==> src/rtl/sensor_poll_coordinator_assert.svh <==
// ----------------------------------------------------------------------------
// sensor poll coordinator assertion macros
// shared property forms for the coordinator checks
// ----------------------------------------------------------------------------
`ifndef SENSOR_POLL_COORDINATOR_ASSERT_SVH
`define SENSOR_POLL_COORDINATOR_ASSERT_SVH

// same-cycle implication
`define SPC_ASSERT_IMPLY(lbl, clk, rst, a, b) \
  lbl: assert property (@(posedge clk) disable iff (rst) (a) |-> (b)) \
    else $error("spc same-cycle check failed");

// next-cycle implication
`define SPC_ASSERT_NEXT(lbl, clk, rst, a, b) \
  lbl: assert property (@(posedge clk) disable iff (rst) (a) |=> (b)) \
    else $error("spc next-cycle check failed");

`endif

==> src/rtl/spc_pkg.sv <==
// ----------------------------------------------------------------------------
// spc_pkg
// constants, codes and result type of the sensor poll coordinator
// ----------------------------------------------------------------------------
package spc_pkg;

  localparam int MAX_NODES = 8;
  localparam int IDX_W     = (MAX_NODES > 1) ? $clog2(MAX_NODES) : 1;
  localparam int CNT_W     = $clog2(MAX_NODES + 1);
  localparam int ADDR_W    = 16;
  localparam int TEMP_W    = 16;
  localparam int BYTE_W    = 8;
  localparam int MODE_W    = 2;
  localparam int KIND_W    = 2;
  localparam int SKIND_W   = 2;
  localparam int DEV_W     = 3;
  localparam int DCNT_W    = 4;

  // work modes
  localparam logic [MODE_W-1:0] MODE_SYNC = 2'd0;
  localparam logic [MODE_W-1:0] MODE_DATA = 2'd1;

  // operations
  localparam logic OP_TICK   = 1'b0;
  localparam logic OP_PACKET = 1'b1;

  // received packet kinds
  localparam logic [KIND_W-1:0] PK_NODE_RESP = 2'd0;
  localparam logic [KIND_W-1:0] PK_STARTED   = 2'd1;
  localparam logic [KIND_W-1:0] PK_DATA_RESP = 2'd2;

  // send request kinds
  localparam logic [SKIND_W-1:0] SK_BROADCAST = 2'd0;
  localparam logic [SKIND_W-1:0] SK_DATA      = 2'd1;
  localparam logic [SKIND_W-1:0] SK_START     = 2'd2;

  typedef struct packed {
    logic               send_valid;
    logic [SKIND_W-1:0] send_kind;
    logic [ADDR_W-1:0]  dest_addr;
    logic               temp_valid;
    logic [DEV_W-1:0]   device_index;
    logic [TEMP_W-1:0]  temperature;
    logic [DCNT_W-1:0]  device_count;
    logic               all_ready;
  } spc_result_t;

endpackage

==> src/rtl/spc_in_if.sv <==
// ----------------------------------------------------------------------------
// spc_in_if
// input channel: send ticks and received packets
// ----------------------------------------------------------------------------
interface spc_in_if;
  logic                        valid;
  logic                        ready;
  logic                        operation;
  logic [spc_pkg::ADDR_W-1:0]  src_addr;
  logic [spc_pkg::KIND_W-1:0]  packet_kind;
  logic [spc_pkg::BYTE_W-1:0]  payload_high;
  logic [spc_pkg::BYTE_W-1:0]  payload_low;

  modport source (output valid, operation, src_addr, packet_kind, payload_high,
                  payload_low, input ready);
  modport sink (input valid, operation, src_addr, packet_kind, payload_high,
                payload_low, output ready);
endinterface

==> src/rtl/spc_out_if.sv <==
// ----------------------------------------------------------------------------
// spc_out_if
// result channel: send requests, stored temperatures and table status
// ----------------------------------------------------------------------------
interface spc_out_if;
  logic                         valid;
  logic                         ready;
  logic                         send_valid;
  logic [spc_pkg::SKIND_W-1:0]  send_kind;
  logic [spc_pkg::ADDR_W-1:0]   dest_addr;
  logic                         temp_valid;
  logic [spc_pkg::DEV_W-1:0]    device_index;
  logic [spc_pkg::TEMP_W-1:0]   temperature;
  logic [spc_pkg::DCNT_W-1:0]   device_count;
  logic                         all_ready;

  modport source (output valid, send_valid, send_kind, dest_addr, temp_valid,
                  device_index, temperature, device_count, all_ready,
                  input ready);
  modport sink (input valid, send_valid, send_kind, dest_addr, temp_valid,
                device_index, temperature, device_count, all_ready,
                output ready);
endinterface

==> src/rtl/spc_addr_ram.sv <==
// ----------------------------------------------------------------------------
// spc_addr_ram
// simple dual-port ram, one write and one registered read per cycle
// ----------------------------------------------------------------------------
module spc_addr_ram #(
  parameter int DEPTH = 8,
  parameter int WIDTH = 16,
  parameter int AW    = (DEPTH > 1) ? $clog2(DEPTH) : 1
) (
  input  logic             clk,
  input  logic             we,
  input  logic [AW-1:0]    waddr,
  input  logic [WIDTH-1:0] wdata,
  input  logic [AW-1:0]    raddr,
  output logic [WIDTH-1:0] rdata
);

  logic [WIDTH-1:0] mem [DEPTH];

  always_ff @(posedge clk) begin
    if (we) begin
      mem[waddr] <= wdata;
    end
  end

  always_ff @(posedge clk) begin
    rdata <= mem[raddr];
  end

endmodule

==> src/rtl/sensor_poll_coordinator.sv <==
// flow: a broadcast or ignored word goes from accept to the output stage, a poll
//   reads its target first, a received packet scans one table entry per cycle first
// one word at a time: a new word is accepted only back in idle, so the serial address
//   scan through the single read port of the address ram and a full output hold it up
// reset: synchronous, active high; clears mode, node count, poll pointer,
//   ready bits and all-ready flag; no clearing pass, the node count fences reads
// ----------------------------------------------------------------------------
// sensor_poll_coordinator
// keeps a table of sensor node addresses and polls them round-robin
// ----------------------------------------------------------------------------
module sensor_poll_coordinator (
  input  logic                        clk,
  input  logic                        rst,
  input  logic                        cfg_wr_en,
  input  logic [spc_pkg::MODE_W-1:0]  cfg_wr_data,
  spc_in_if.sink                      in_ch,
  spc_out_if.source                   out_ch
);

  localparam int IDX_W  = spc_pkg::IDX_W;
  localparam int CNT_W  = spc_pkg::CNT_W;
  localparam int NODES  = spc_pkg::MAX_NODES;

  typedef enum logic [1:0] {
    S_IDLE,
    S_POLL,
    S_SCAN,
    S_OUT
  } state_t;

  state_t state;

  // configuration
  logic [spc_pkg::MODE_W-1:0] run_mode;

  // latched input word
  logic                        in_op;
  logic [spc_pkg::ADDR_W-1:0]  in_src;
  logic [spc_pkg::KIND_W-1:0]  in_kind;
  logic [spc_pkg::TEMP_W-1:0]  in_temp;

  // table state outside the address ram
  logic [CNT_W-1:0]  count;
  logic [IDX_W-1:0]  poll_index;
  logic              everyone_ready;
  logic [NODES-1:0]  node_ready;

  // scan pointer: index of the entry now on the ram read port
  logic [IDX_W-1:0]  scan_idx;

  // result staging and output register
  spc_pkg::spc_result_t pend;
  spc_pkg::spc_result_t pend_base;
  spc_pkg::spc_result_t out_res;
  logic                 out_valid;

  // address ram port signals
  logic                        ram_we;
  logic [IDX_W-1:0]            ram_waddr;
  logic [IDX_W-1:0]            ram_raddr;
  logic [spc_pkg::ADDR_W-1:0]  ram_rdata;

  logic              in_acc;
  logic [CNT_W-1:0]  scan_nxt;
  logic              hit;
  logic              last;
  logic              scan_done;
  logic [NODES-1:0]  reg_mask;
  logic [NODES-1:0]  ready_set;
  logic              all_set;
  logic [CNT_W-1:0]  poll_inc;
  logic [IDX_W-1:0]  poll_next;
  logic              table_room;
  logic              scan_wanted;

  spc_addr_ram #(
    .DEPTH (NODES),
    .WIDTH (spc_pkg::ADDR_W),
    .AW    (IDX_W)
  ) u_addr_ram (
    .clk   (clk),
    .we    (ram_we),
    .waddr (ram_waddr),
    .wdata (in_src),
    .raddr (ram_raddr),
    .rdata (ram_rdata)
  );

  // accept only from idle; a finished word may still sit in the output register
  assign in_ch.ready = (state == S_IDLE);
  assign in_acc      = in_ch.valid && in_ch.ready;

  // packets that need a table lookup
  assign scan_wanted = (in_ch.operation == spc_pkg::OP_PACKET) &&
                       (((run_mode == spc_pkg::MODE_SYNC) &&
                         (in_ch.packet_kind == spc_pkg::PK_NODE_RESP)) ||
                        ((run_mode == spc_pkg::MODE_DATA) &&
                         ((in_ch.packet_kind == spc_pkg::PK_STARTED) ||
                          (in_ch.packet_kind == spc_pkg::PK_DATA_RESP))));

  // lookup compares registered entries only, first match wins
  assign scan_nxt  = CNT_W'(scan_idx) + CNT_W'(1);
  assign hit       = (count != '0) && (ram_rdata == in_src);
  assign last      = (scan_nxt >= count);
  assign scan_done = (state == S_SCAN) && (hit || last);

  assign table_room = (count < CNT_W'(NODES));

  // read address: poll target or first entry at accept, then next entry
  always_comb begin
    if (state == S_IDLE) begin
      if ((run_mode == spc_pkg::MODE_DATA) && (in_ch.operation == spc_pkg::OP_TICK)) begin
        ram_raddr = poll_index;
      end else begin
        ram_raddr = '0;
      end
    end else begin
      ram_raddr = scan_nxt[IDX_W-1:0];
    end
  end

  // new node goes to the next free slot
  assign ram_we    = scan_done && (run_mode == spc_pkg::MODE_SYNC) && !hit && table_room;
  assign ram_waddr = count[IDX_W-1:0];

  // ready check over registered entries with the matched one set
  always_comb begin
    for (int i = 0; i < NODES; i++) begin
      reg_mask[i]  = (CNT_W'(i) < count);
      ready_set[i] = node_ready[i] | (IDX_W'(i) == scan_idx);
    end
  end
  assign all_set = &(ready_set | ~reg_mask);

  // round-robin pointer wraps at the node count
  assign poll_inc  = CNT_W'(poll_index) + CNT_W'(1);
  assign poll_next = (poll_inc >= count) ? '0 : poll_inc[IDX_W-1:0];

  // fields that every result carries, plus the broadcast request of a sync tick
  always_comb begin
    pend_base              = '0;
    pend_base.device_count = spc_pkg::DCNT_W'(count);
    pend_base.all_ready    = everyone_ready;
    if ((in_ch.operation == spc_pkg::OP_TICK) && (run_mode == spc_pkg::MODE_SYNC)) begin
      pend_base.send_valid = 1'b1;
      pend_base.send_kind  = spc_pkg::SK_BROADCAST;
    end
  end

  always_ff @(posedge clk) begin
    if (rst) begin
      state          <= S_IDLE;
      run_mode       <= spc_pkg::MODE_SYNC;
      count          <= '0;
      poll_index     <= '0;
      everyone_ready <= 1'b0;
      node_ready     <= '0;
      out_valid      <= 1'b0;
    end else begin
      if (cfg_wr_en) begin
        run_mode <= cfg_wr_data;
      end
      // a word moving in from staging keeps the output register full
      if (out_valid && out_ch.ready && (state != S_OUT)) begin
        out_valid <= 1'b0;
      end

      unique case (state)
        S_IDLE: begin
          if (in_acc) begin
            in_op    <= in_ch.operation;
            in_src   <= in_ch.src_addr;
            in_kind  <= in_ch.packet_kind;
            in_temp  <= {in_ch.payload_high, in_ch.payload_low};
            pend     <= pend_base;
            scan_idx <= '0;
            priority if ((in_ch.operation == spc_pkg::OP_TICK) &&
                         (run_mode == spc_pkg::MODE_SYNC)) begin
              // broadcast request, already in the staged word
              state <= S_OUT;
            end else if ((in_ch.operation == spc_pkg::OP_TICK) &&
                         (run_mode == spc_pkg::MODE_DATA)) begin
              state <= S_POLL;
            end else if (scan_wanted) begin
              state <= S_SCAN;
            end else begin
              // a mode other than sync or data, or a kind that does not fit the mode
              state <= S_OUT;
            end
          end
        end

        S_POLL: begin
          pend.send_valid   <= 1'b1;
          pend.send_kind    <= everyone_ready ? spc_pkg::SK_DATA : spc_pkg::SK_START;
          // empty table polls entry zero, whose address is zero
          pend.dest_addr    <= (count == '0) ? '0 : ram_rdata;
          pend.device_index <= spc_pkg::DEV_W'(poll_index);
          poll_index        <= poll_next;
          state             <= S_OUT;
        end

        S_SCAN: begin
          if (hit || last) begin
            state <= S_OUT;
            if (run_mode == spc_pkg::MODE_SYNC) begin
              if (hit) begin
                pend.device_index <= spc_pkg::DEV_W'(scan_idx);
              end else if (table_room) begin
                count             <= count + CNT_W'(1);
                pend.device_index <= spc_pkg::DEV_W'(count);
                pend.device_count <= spc_pkg::DCNT_W'(count + CNT_W'(1));
              end
            end else if (hit) begin
              pend.device_index <= spc_pkg::DEV_W'(scan_idx);
              if (in_kind == spc_pkg::PK_STARTED) begin
                node_ready[scan_idx] <= 1'b1;
                if (all_set) begin
                  everyone_ready <= 1'b1;
                  pend.all_ready <= 1'b1;
                end
              end else begin
                pend.temp_valid  <= 1'b1;
                pend.temperature <= in_temp;
              end
            end
          end else begin
            scan_idx <= scan_nxt[IDX_W-1:0];
          end
        end

        S_OUT: begin
          if (!out_valid || out_ch.ready) begin
            out_res   <= pend;
            out_valid <= 1'b1;
            state     <= S_IDLE;
          end
        end

        default: begin
          state <= S_IDLE;
        end
      endcase
    end
  end

  // result word
  assign out_ch.valid        = out_valid;
  assign out_ch.send_valid   = out_res.send_valid;
  assign out_ch.send_kind    = out_res.send_kind;
  assign out_ch.dest_addr    = out_res.dest_addr;
  assign out_ch.temp_valid   = out_res.temp_valid;
  assign out_ch.device_index = out_res.device_index;
  assign out_ch.temperature  = out_res.temperature;
  assign out_ch.device_count = out_res.device_count;
  assign out_ch.all_ready    = out_res.all_ready;

  // in_op is kept for the checks below: a tick never starts a table scan
  `include "sensor_poll_coordinator_assert.svh"

  `SPC_ASSERT_IMPLY(a_count_bound, clk, rst, 1'b1, count <= CNT_W'(NODES))
  `SPC_ASSERT_IMPLY(a_poll_in_table, clk, rst, count != '0, CNT_W'(poll_index) < count)
  `SPC_ASSERT_NEXT(a_all_ready_sticky, clk, rst, everyone_ready, everyone_ready)
  `SPC_ASSERT_NEXT(a_accept_leaves_idle, clk, rst, in_acc, state != S_IDLE)
  `SPC_ASSERT_IMPLY(a_scan_is_packet, clk, rst, state == S_SCAN, in_op == spc_pkg::OP_PACKET)

endmodule
==> src/flat_wrapper.sv <==
// flat-port wrapper written by rule: the top's interface ports become plain ports
module sensor_poll_coordinator_flat 
  (clk, rst, cfg_wr_en, cfg_wr_data, in_ch_valid, in_ch_operation, in_ch_src_addr, in_ch_packet_kind, in_ch_payload_high, in_ch_payload_low, in_ch_ready, out_ch_valid, out_ch_send_valid, out_ch_send_kind, out_ch_dest_addr, out_ch_temp_valid, out_ch_device_index, out_ch_temperature, out_ch_device_count, out_ch_all_ready, out_ch_ready);
  spc_in_if in_ch_i ();
  spc_out_if out_ch_i ();
  input  logic clk;
  input  logic rst;
  input  logic cfg_wr_en;
  input  logic [spc_pkg::MODE_W-1:0] cfg_wr_data;
  input wire logic [$bits(in_ch_i.valid)-1:0] in_ch_valid;
  input wire logic [$bits(in_ch_i.operation)-1:0] in_ch_operation;
  input wire logic [$bits(in_ch_i.src_addr)-1:0] in_ch_src_addr;
  input wire logic [$bits(in_ch_i.packet_kind)-1:0] in_ch_packet_kind;
  input wire logic [$bits(in_ch_i.payload_high)-1:0] in_ch_payload_high;
  input wire logic [$bits(in_ch_i.payload_low)-1:0] in_ch_payload_low;
  output wire logic [$bits(in_ch_i.ready)-1:0] in_ch_ready;
  output wire logic [$bits(out_ch_i.valid)-1:0] out_ch_valid;
  output wire logic [$bits(out_ch_i.send_valid)-1:0] out_ch_send_valid;
  output wire logic [$bits(out_ch_i.send_kind)-1:0] out_ch_send_kind;
  output wire logic [$bits(out_ch_i.dest_addr)-1:0] out_ch_dest_addr;
  output wire logic [$bits(out_ch_i.temp_valid)-1:0] out_ch_temp_valid;
  output wire logic [$bits(out_ch_i.device_index)-1:0] out_ch_device_index;
  output wire logic [$bits(out_ch_i.temperature)-1:0] out_ch_temperature;
  output wire logic [$bits(out_ch_i.device_count)-1:0] out_ch_device_count;
  output wire logic [$bits(out_ch_i.all_ready)-1:0] out_ch_all_ready;
  input wire logic [$bits(out_ch_i.ready)-1:0] out_ch_ready;
  assign in_ch_i.valid = in_ch_valid;
  assign in_ch_i.operation = in_ch_operation;
  assign in_ch_i.src_addr = in_ch_src_addr;
  assign in_ch_i.packet_kind = in_ch_packet_kind;
  assign in_ch_i.payload_high = in_ch_payload_high;
  assign in_ch_i.payload_low = in_ch_payload_low;
  assign in_ch_ready = in_ch_i.ready;
  assign out_ch_valid = out_ch_i.valid;
  assign out_ch_send_valid = out_ch_i.send_valid;
  assign out_ch_send_kind = out_ch_i.send_kind;
  assign out_ch_dest_addr = out_ch_i.dest_addr;
  assign out_ch_temp_valid = out_ch_i.temp_valid;
  assign out_ch_device_index = out_ch_i.device_index;
  assign out_ch_temperature = out_ch_i.temperature;
  assign out_ch_device_count = out_ch_i.device_count;
  assign out_ch_all_ready = out_ch_i.all_ready;
  assign out_ch_i.ready = out_ch_ready;
  sensor_poll_coordinator u_core (.clk(clk), .rst(rst), .cfg_wr_en(cfg_wr_en), .cfg_wr_data(cfg_wr_data), .in_ch(in_ch_i), .out_ch(out_ch_i));
endmodule
==> config.mk <==
export PLATFORM = sky130hd
export DESIGN_NAME = sensor_poll_coordinator_flat
export DESIGN_NICKNAME = d
export VERILOG_FILES = /design/src/rtl/spc_pkg.sv /design/src/rtl/spc_in_if.sv /design/src/rtl/spc_out_if.sv /design/src/rtl/spc_addr_ram.sv /design/src/rtl/sensor_poll_coordinator.sv /design/src/flat_wrapper.sv
export VERILOG_INCLUDE_DIRS = /design/src /design/src/rtl
export SDC_FILE = /design/constraint.sdc
export NUM_CORES = 1
export LEC_CHECK = 0
export ABC_AREA = 1
export BUFFER_PORTS_ARGS = -buffer_cell sky130_fd_sc_hd__buf_2
export CELL_PAD_IN_SITES_DETAIL_PLACEMENT = 1
export CELL_PAD_IN_SITES_GLOBAL_PLACEMENT = 1
export CORE_AREA = 2 2 132 185
export DETAILED_ROUTE_END_ITERATION = 16
export DIE_AREA = 0 0 134 187
export PLACE_DENSITY_LB_ADDON = 0.1
export SLEW_MARGIN = 20
export SYNTH_ARGS = -nofsm -noshare
export SYNTH_HDL_FRONTEND = slang
export SYNTH_SLANG_ARGS = --single-unit
==> constraint.sdc <==
create_clock -name clk -period 13.7 [get_ports clk]
set_input_delay 2.055 -clock clk [delete_from_list [all_inputs] [get_ports clk]]
set_output_delay 2.055 -clock clk [all_outputs]
set_load 0.01 [all_outputs]
Word-level counts from Yosys, hierarchy flattened
Memory sizes are Yosys's and may differ from the RTL's. A register that Yosys moved wholly into a read port is not among the register bits.
Cells that the tools add are included.
{"block": "totals", "ff_bits": 146, "mem_bits_ro": 0, "out_inout_bits": 46, "n_memories": 1, "mem_bits_rw": 128, "latchBits": 0}
{"memory": "u_core.u_addr_ram.mem", "depth": 8, "width": 16, "rd": 1, "rd_ports_with_merged_regs": 1, "write_ports": 1, "line_no": "spc_addr_ram.sv:18", "source": "logic [WIDTH-1:0] mem [DEPTH];"}
{"block": "op_classes", "bitwise": 15, "mux": 44, "mul": 0, "shifts": 0, "n_reduce_logical": 42, "n_lt_le_gt_ge": 13, "n_eq_ne": 30, "n_div": 0, "add_sub_neg": 3}
{"cell": "$mux 16", "count": 3}
{"cell": "$mux 44", "count": 1}
{"cell": "$pmux 21 s2", "count": 1}
{"cell": "$pmux 19 s2", "count": 1}
{"cell": "$mux 3", "count": 9}
{"cell": "$mux 25", "count": 1}
{"cell": "$mux 20", "count": 1}
{"cell": "$ne 2x2->1 const B", "count": 9}
{"cell": "$eq 16x16->1", "count": 1}
{"cell": "$lt 3x4->1 const A", "count": 4}
{"cell": "$or 8x8->8", "count": 2}
{"cell": "$reduce_and 8->1", "count": 2}
{"cell": "$logic_and 1x1->1", "count": 14}
{"cell": "$reduce_and 7->1", "count": 2}
{"cell": "$mux 1", "count": 13}
{"cell": "$reduce_and 13->1", "count": 1}
{"cell": "$eq 3x3->1 const A", "count": 4}
{"cell": "$mux 2", "count": 6}
{"cell": "$mux 4", "count": 3}
{"cell": "$reduce_and 3->1", "count": 4}
{"cell": "$reduce_and 5->1", "count": 2}
{"cell": "$pmux 3 s3", "count": 1}
{"cell": "$add 3x1->4 const B", "count": 2}
{"cell": "$eq 2x1->1 const B", "count": 4}
{"cell": "other kinds (30)", "count": 56}

Depth between registers and ports, before layout
Gate-level depths: netlist of run 1.
{"block": "depth", "ltp_word": 10, "ltp_mapped": 13, "mapped_depth_nobuf": 13}

Modules after synthesis
A second synthesis of run 1 with hierarchy kept.
{"block": "unflattened", "cells_unflattened": 1126, "area_unflattened_um2": 12079.1}
{"mod": "sensor_poll_coordinator", "instances": 1, "seq_area_each_um2": 4174.0, "cells_each": 539, "area_each_um2": 6089.6}
{"mod": "spc_addr_ram", "instances": 1, "seq_area_each_um2": 4164.0, "cells_each": 587, "area_each_um2": 5989.5}

Worst setup path before layout of run 1
OpenSTA, ideal clock, no wires.
{"block": "synth_path", "path_type": "input-to-reg", "startpoint": "input port rst", "endpoint": "register, netlist name u_core.out_ch.all_ready", "required_ps": 13200, "setup_time_ps": 500, "path_stages": 2, "path_buffers": 1, "t_arrival_ps": 5269, "slack_ps": 7931, "cell_sequence": "clkbuf_1 nor3_1"}
{"block": "synth_between", "elab_chain_cells": 2}
{"item": "start: declaration", "line_no": "flat_wrapper.sv:7", "source": "input logic rst;"}
{"item": "$not 1->1 (no source line)"}
{"item": "$reduce_and 3->1 (no source line)"}
No other way between the ends.
A chain may end at the register's enable or synchronous reset.

Worst setup path after layout of run 1
{"block": "layout_path", "startpoint": "input port in_ch_operation", "endpoint": "register u_core.u_addr_ram.rdata[15], read port of u_core.u_addr_ram.mem"}
{"block": "layout_between", "elab_chain_cells": 4}
{"item": "start: declaration", "line_no": "flat_wrapper.sv:11", "source": "input wire logic [$bits(in_ch_i.operation)-1:0] in_ch_operation;"}
{"item": "$not 1->1", "line_no": "sensor_poll_coordinator.sv:112", "source": "if ((run_mode == spc_pkg::MODE_DATA) && (in_ch.operation == spc_pkg::OP_TICK)) begin"}
{"item": "$logic_and 1x1->1", "line_no": "sensor_poll_coordinator.sv:112"}
{"item": "$mux 3", "line_no": "sensor_poll_coordinator.sv:112"}
{"item": "$mux 3", "line_no": "sensor_poll_coordinator.sv:111", "source": "if (state == S_IDLE) begin"}
{"item": "end: declaration", "line_no": "spc_addr_ram.sv:15", "source": "output logic [WIDTH-1:0] rdata"}
No other way between the ends.

==> results of run 1 <==
[cell families (layout without fill, tap and decap cells)]
group                      after synthesis  after routing  synth area share
AOI/OAI and AO/OA                      117            117            0.0657
xor gates and xnor gates                10             10           0.00762
adders and majority gates               23             23            0.0250
buffers and inverters                  126            251            0.0450
DFF                                    290            290             0.725
other                                    0              1                 0
and+or+nand+nor                        326            326             0.131
[registers in the layout, summed over array words and instances (netlist names), 8 cells and up]
signal and flops:
u_core.u_addr_ram.rdata 16, u_core.out_ch.temperature 16, u_core.out_ch.dest_addr 16, u_core.u_addr_ram.mem 128, u_core.node_ready 8, u_core.in_temp 16
u_core.pend 44, u_core.in_src 16
[metal layers]
metal / part of all wire / wire length [µm] / GRT usage / vias up
li1: - / - / - / 3332
met1: 0.41 / 11100 / 0.268 / 3500
met2: 0.52 / 14300 / 0.398 / 124
met3: 0.041 / 1100 / 0.0407 / 52
met4: 0.028 / 757 / 0.0753 / 2
met5: 0.00048 / 13 / 0 / -
[power groups by stage]
stage | logic (mW) | clock network, mW | registers [mW]
6_report | 0.615 | 0.848 | 1.19
3_5_place_dp | 0.614 | 0 | 1.21
4_1_cts | 0.621 | 0.862 | 1.19
2_1_floorplan | 0.420 | 0 | 1.18
5_1_grt | 0.689 | 0.891 | 1.20
3_3_place_gp | 0.591 | 0 | 1.20
[metrics by stage]
step,total power [mW],area (µm²),setup WS [ps],util
floorplan,1.60,11500,7930,-
global route,2.78,13400,9790,0.567
global placement,1.79,12300,9270,0.523
detailed placement,1.82,12300,9200,0.523
CTS,2.67,13300,9700,0.566
finish,2.65,13400,9950,0.567
[cell type report]
| type | instances | area share |
|---|---|---|
| Sequential cell | 290 | 0.624 |
| Clock buffer | 39 | 0.0601 |
| Tap cell | 310 | 0.0290 |
| Timing Repair Buffer | 105 | 0.0442 |
| Clock inverter | 13 | 0.0165 |
| Multi-Input combinational cell | 476 | 0.199 |
| Inverter | 94 | 0.0267 |
| Antenna cell | 1 | 0.000187 |
[worst reg2reg max path, stage by stage (launching register included)]
cell	delay [ps]
edfxtp_1	500
clkinv_1	350
ha_1	450
inv_1	50
ha_1	260
nand2_1	70
o21bai_1	160
o211ai_1	120
inv_1	170
nand2_1	110
nand2_1	110
nor2_2	190
nand2_1	150
nor2_1	110
buf_4	320
[worst max path at each step]
stage                                              to  slack (ps)  cells after the start
after floorplan               u_core.out_ch.all_ready        7930                      2
after global placement     u_core.u_addr_ram.rdata[0]        9270                     10
after detailed placement   u_core.u_addr_ram.rdata[0]        9200                     10
after CTS                 u_core.u_addr_ram.rdata[15]        9700                     10
after global routing       u_core.u_addr_ram.rdata[5]        9790                     10
final                     u_core.u_addr_ram.rdata[15]        9950                      9
[placed cells by master (no fill, tap or decap), types with 17 or more instances in the layout]
| cell type | n |
|---|---|
| edfxtp_1 | 253 |
| nand2_1 | 168 |
| buf_2 | 87 |
| inv_1 | 84 |
| nor2_1 | 51 |
| a21oi_1 | 44 |
| dfxtp_1 | 37 |
| or2_2 | 34 |
| nand3_1 | 30 |
| clkbuf_16 | 29 |
| ha_1 | 23 |
| o211ai_1 | 20 |
| o221ai_1 | 19 |
| nand3b_1 | 17 |
| buf_4 | 17 |
==> run metrics, run 1 <==
Hold Fails Final Rpt=0; DRT Wirelength=27200 µm; EDFF count, synth=253; Crit path max-delay family=simple AND/OR/NAND/NOR gates; vias=7010; top cells by count, synth=253 x edfxtp_1, 168 x nand2_1, 86 x inv_1, 53 x nor2_1, 45 x a21oi_1; Switching Fraction=0.309; share of layout cells above drive strength 1=0.205; Max transition margin=0.422; dpl cells=1274; Site Rows=67; number of setup buffers added after CTS=0; Initial Utilization=0.488; clock network power share=0.320; slowest stage delay, CP=490 ps; clock buffer depth=3; Worst Hold Class=flip-flop to flip-flop; Cells after Synth=892; post-synthesis sequential area ratio=0.725; routed length per instance=20.5 µm; Post-Layout Cell Count=1328; Worst R2R Setup Slack=10250 ps; Multi-input gate area=2660 µm²; CP Data Arrival Time=4130 ps; Layout area overhead=16.3%; VDD IR max=0.121 mV; Flop pwr share=0.448; crit path buf inv count=3; Synth Cell Area=11500 µm²; worst-skew pair later-pin latency=550 ps; Yosys top cell area share=0.661; Clk pin slew, worst setup/hold paths=60 ps; Max Cap Viol=0; Yosys cell types=39; Gates resized, CTS repair=0; gr usage total=0.222; hpwl dp=17300 µm; Slew @ Worst Pin=867 ps; area leader, netlist=edfxtp_1; largest net degree at the start of global routing=66; Reg-to-Reg Start=u_core.scan_idx[2]; pwr dens=198 nW/µm²; I/O pin count=88; WHS=413 ps; P_sw=0.819 mW; crit end category=flip-flop; crit-path max FO=36; status=completed; Worst R2R End=u_core.u_addr_ram.mem[2][8]; crit-path cells=buf_2 -> nand3b_1 -> nand2_1 -> inv_2 -> nor2_2 -> buf_4 -> nand3_1 -> a21oi_1 -> a31oi_1; top_reg_cell synth=edfxtp_1; Hold Path Sink=u_core.out_ch.device_count[3]; most frequent cell after synthesis=edfxtp_1; pins over their slew limit=0; CTS tree=built; Final period util=0.274; Pre-Repair DR Iteration Count=4; total gr overflow=0; Fin Clk Skew=19.5 ps; LEAKAGE=5.10 nW; Port Buffers=87; Die Y-Extent=187 µm; total number of H-tree levels=1; synth top area cells=edfxtp_1 66%, dfxtp_1 6.4%, nand2_1 5.5%; Core Region=23600 µm²; TritonCTS Buffers=28; first-pass GRT wire length=42400 µm; Die W=134 µm; cts hold-fix bufs=0; register area=8340 µm²; synth warn=0; number of fill cells=2355; Hold Crit Depth=0; 1st-iter DRT viols=381; routability congestion estimate=0.805; reg2reg path depth=14; clock sink total=290; Via density=5.28; worst hold path startpoint=u_core.pend[4]; vias in the first global route=7591; post-layout minimum cycle time=3750 ps; CTS root buf=clkbuf_16; syn_area_per_cell=12.9 µm²; crit start category=input pin; critical path class=input pin to flip-flop; post-route ant nets=0; DRC errors left=0; ys async rst share=0; initial antenna violation count=2; syn_nets=957; unrepaired setup endpoints after global routing=no; die area=25100 µm²; combinational fraction of design power=0.232; Final setup viols=0; Int Pwr=1.83 mW; setup TNS=0 ps; worst setup path start=in_ch_operation; Final #Nets=1060; Max Fclk=266 MHz; number of synthesized register bits=290; WP data required=14080 ps; critical path's slowest cell=nor2_2
No activity file was read; power rests on OpenSTA's default activity.
==> run 2: changes to the inputs <==
- ABC_AREA: 1 -> 0
- CORE_AREA: 2 2 132 185 -> 2 2 130 182
- DIE_AREA: 0 0 134 187 -> 0 0 132 184
- clock period: 13.7 -> 3.7 ns (I/O delays scaled with it)
==> run metrics, run 2 <==
Gates resized, CTS repair=0 (unchanged); Yosys top cell area share=0.679 (+0.0183); setup TNS=0 ps (unchanged); hpwl dp=18600 µm (+7.3%); routed length per instance=22.6 µm (+10%); dpl ws=512 ps (-8690 ps); critical path class=flip-flop to flip-flop; main combinational cell family by area after synthesis=simple AND/OR/NAND/NOR gates; Fin Clk Skew=11.4 ps (-8.10 ps); most frequent cells in the layout=253 x edfxtp_1, 87 x buf_2, 85 x nand2_1; Max transition margin=0.475 (+0.0529); number of synthesized register bits=290 (unchanged); ANT cells=0 (-1); commonest non-fill, non-tap cell in the layout=edfxtp_1; crit end category=flip-flop; CP Data Arrival Time=3470 ps (-660 ps); largest net degree at the start of global routing=49 (-26%); DRC errors left=0 (unchanged); compound-gate portion of the synthesized area=0.0745 (+0.00876); status=completed; max FFs per register=128 (unchanged); synth warn=0 (unchanged); Max Cap Viol=0 (unchanged); area leader, netlist=edfxtp_1; worst setup path start=u_core.scan_idx[2]; Worst R2R Setup Slack=450 ps (-9800 ps); vias in the first global route=7240 (-4.6%); Final setup viols=0 (unchanged); vias=6614 (-5.6%); Yosys cell types=51 (+31%); syn_nets=825 (-14%); Most flops, register=u_core.u_addr_ram.mem; post-layout minimum cycle time=3250 ps; EDFF count, synth=253 (unchanged); Cells after Synth=760 (-15%); initial antenna violation count=0 (-2); Worst R2R End=u_core.u_addr_ram.mem[0][1]; critical path's slowest cell=edfxtp_1; share of layout cells above drive strength 1=0.201 (-0.00317); total number of H-tree levels=1 (unchanged); crit-path max FO=16 (-56%); top cells by count, synth=253 x edfxtp_1, 85 x nand2_1, 37 x dfxtp_1, 34 x nand3_1, 32 x o221ai_1; syn_area_per_cell=14.7 µm² (+14%); Final period util=0.878; Hold Path Sink=u_core.in_src[11]; Core Region=22500 µm² (-4.4%); post-synthesis sequential area ratio=0.745 (+0.0201); Worst Hold Class=input pin to flip-flop; Slew @ Worst Pin=788 ps (-79.4 ps); Port Buffers=87 (unchanged); synth top area cells=edfxtp_1 68%, dfxtp_1 6.6%, nand2_1 2.9%; unrepaired setup endpoints after global routing=no; Synth Area in Adders=0.0257 (+0.000695); clock sink total=290 (unchanged); cts hold-fix bufs=0 (unchanged); Initial Utilization=0.496 (+0.00850); Simple-Gate Fraction of Synth Area=0.108 (-0.0233); Site Rows=65 (-3.0%); Die W=132 µm (-1.5%); pins over their slew limit=0 (unchanged); crit-path cells=clkinv_1 -> ha_1 -> inv_1 -> ha_1 -> inv_1 -> o21ai_0 -> o2111a_1 -> nand3_1 -> buf_4 -> nor4_2 -> buf_4; VDD IR max=0.485 mV (+300%); DRT Wirelength=26800 µm (-1.4%); worst hold path startpoint=in_ch_src_addr[11]; total gr overflow=0 (unchanged); Clk pin slew, worst setup/hold paths=60 ps (about the same); slowest stage delay, CP=450 ps (-40 ps); first-pass GRT wire length=41100 µm (-3.1%); Layout area overhead=16.4% (about the same); mux contribution to synthesized area=0.00817 (+0.00817); die area=24300 µm² (-3.1%); CTS tree=built; crit start category=flip-flop; Reg-to-Reg Start=u_core.scan_idx[2]; gr usage total=0.222 (about the same); reg2reg path depth=11 (-3); pwr dens=691 nW/µm² (+250%); Hold Fails Final Rpt=0 (unchanged); Die Y-Extent=184 µm (-1.6%); Synth Cell Area=11200 µm² (-2.7%); XOR/XNOR Fraction of Synth Area=0.0157 (+0.00804); Largest regs=u_core.u_addr_ram.mem: 128 flops, u_core.pend: 44 flops; WP data required=3920 ps (-10160 ps); Via density=5.58 (+5.7%); fin worst setup slack=452 ps (-9490 ps); post-route ant nets=0 (unchanged); ys async rst share=0 (unchanged); CTS root buf=clkbuf_16; Pre-Repair DR Iteration Count=4 (unchanged); TritonCTS Buffers=28 (unchanged); 1st-iter DRT viols=429 (+13%); Max Fclk=308 MHz; routability congestion estimate=0.907 (+13%); clock buffer depth=3 (unchanged); worst-skew pair later-pin latency=540 ps (about the same); most frequent cell after synthesis=edfxtp_1; Final #Nets=927 (-13%); LEAKAGE=4.61 nW (-9.5%); number of setup buffers added after CTS=0 (unchanged); top_reg_cell synth=edfxtp_1; I/O pin count=88 (unchanged); Hold Crit Depth=1 (+1)
-- run 2: cell types whose count changed in the layout (fill, tap and decap cells not counted), sizes merged, moves of 13 or more --
| cell | before | now |
|---|---|---|
| nand2 | 168 | 86 |
| inv | 89 | 22 |
| nor2 | 57 | 20 |
| or2 | 34 | 4 |
| o211ai | 20 | 0 |
| a21oi | 47 | 28 |
| and2 | 0 | 18 |
| and3 | 1 | 18 |
| nand3b | 17 | 2 |
| xor2 | 3 | 17 |
| o221ai | 19 | 32 |
-- run 2: cells by family after synthesis --
family / after synthesis
DFF: 290
and+or+nand+nor: 236
AOI/OAI and AO/OA: 120
buffers and inverters: 62
adders and majority gates: 23
xor gates and xnor gates: 20
muxes: 9
-- run 2: cell type report --
class / instances / area [µm²]
fill: 2170 / 9510
sequential: 290 / 8340
multi-input combinational: 408 / 2700
clock buffer: 47 / 833
timing repair buffer: 111 / 628
tap: 301 / 377
inverter: 23 / 86.3
clock inverter: 5 / 50.0
-- run 2: worst max-delay path by stage --
stage | to | slack (ps) | cells past startpoint
6_report | u_core.u_addr_ram.mem[0][1] | 450 | 11
5_1_grt | u_core.u_addr_ram.mem[1][14] | 240 | 11
4_1_cts | u_core.u_addr_ram.mem[5][1] | 470 | 11
3_5_place_dp | u_core.u_addr_ram.mem[4][10] | 510 | 11
3_3_place_gp | u_core.u_addr_ram.mem[1][0] | 660 | 11
2_1_floorplan | u_core.u_addr_ram.mem[0][0] | -340 | 10
-- run 2: layer usage --
layer | global-route usage | vias up | routed length, µm
li1 | - | 3075 | -
met1 | 0.234 | 3348 | 9600
met2 | 0.441 | 135 | 15300
met3 | 0.0276 | 56 | 848
met4 | 0.0943 | 0 | 1060
met5 | 0 | - | 0
-- run 2: critical path, delay by kind of cell, from the launching register on --
kind                       cells  cell delay, ps
AOI/OAI and AO/OA              2             500
adders and majority gates      2             720
buffers and inverters          5             960
DFF                            1             450
and+or+nand+nor                2             280
-- run 2: per-stage QoR --
stage	utilization	std cells	cell area (µm²)	hold WS, ps	total power, mW
6_report	0.578	1185	13000	185	8.99
5_1_grt	0.578	1185	13000	169	9.39
4_1_cts	0.578	1185	13000	168	9.09
3_5_place_dp	0.538	1133	12100	406	6.35
3_3_place_gp	0.538	1133	12100	401	6.26
2_1_floorplan	-	760	11200	400	5.51
-- run 2: power by group --
part / switching [mW] / internal (mW) / leakage [nW]
registers: 0.204 / 4.02 / 2.62
logic: 1.39 / 0.650 / 1.57
clock network: 1.15 / 1.59 / 0.424
total: 2.74 / 6.26 / 4.61
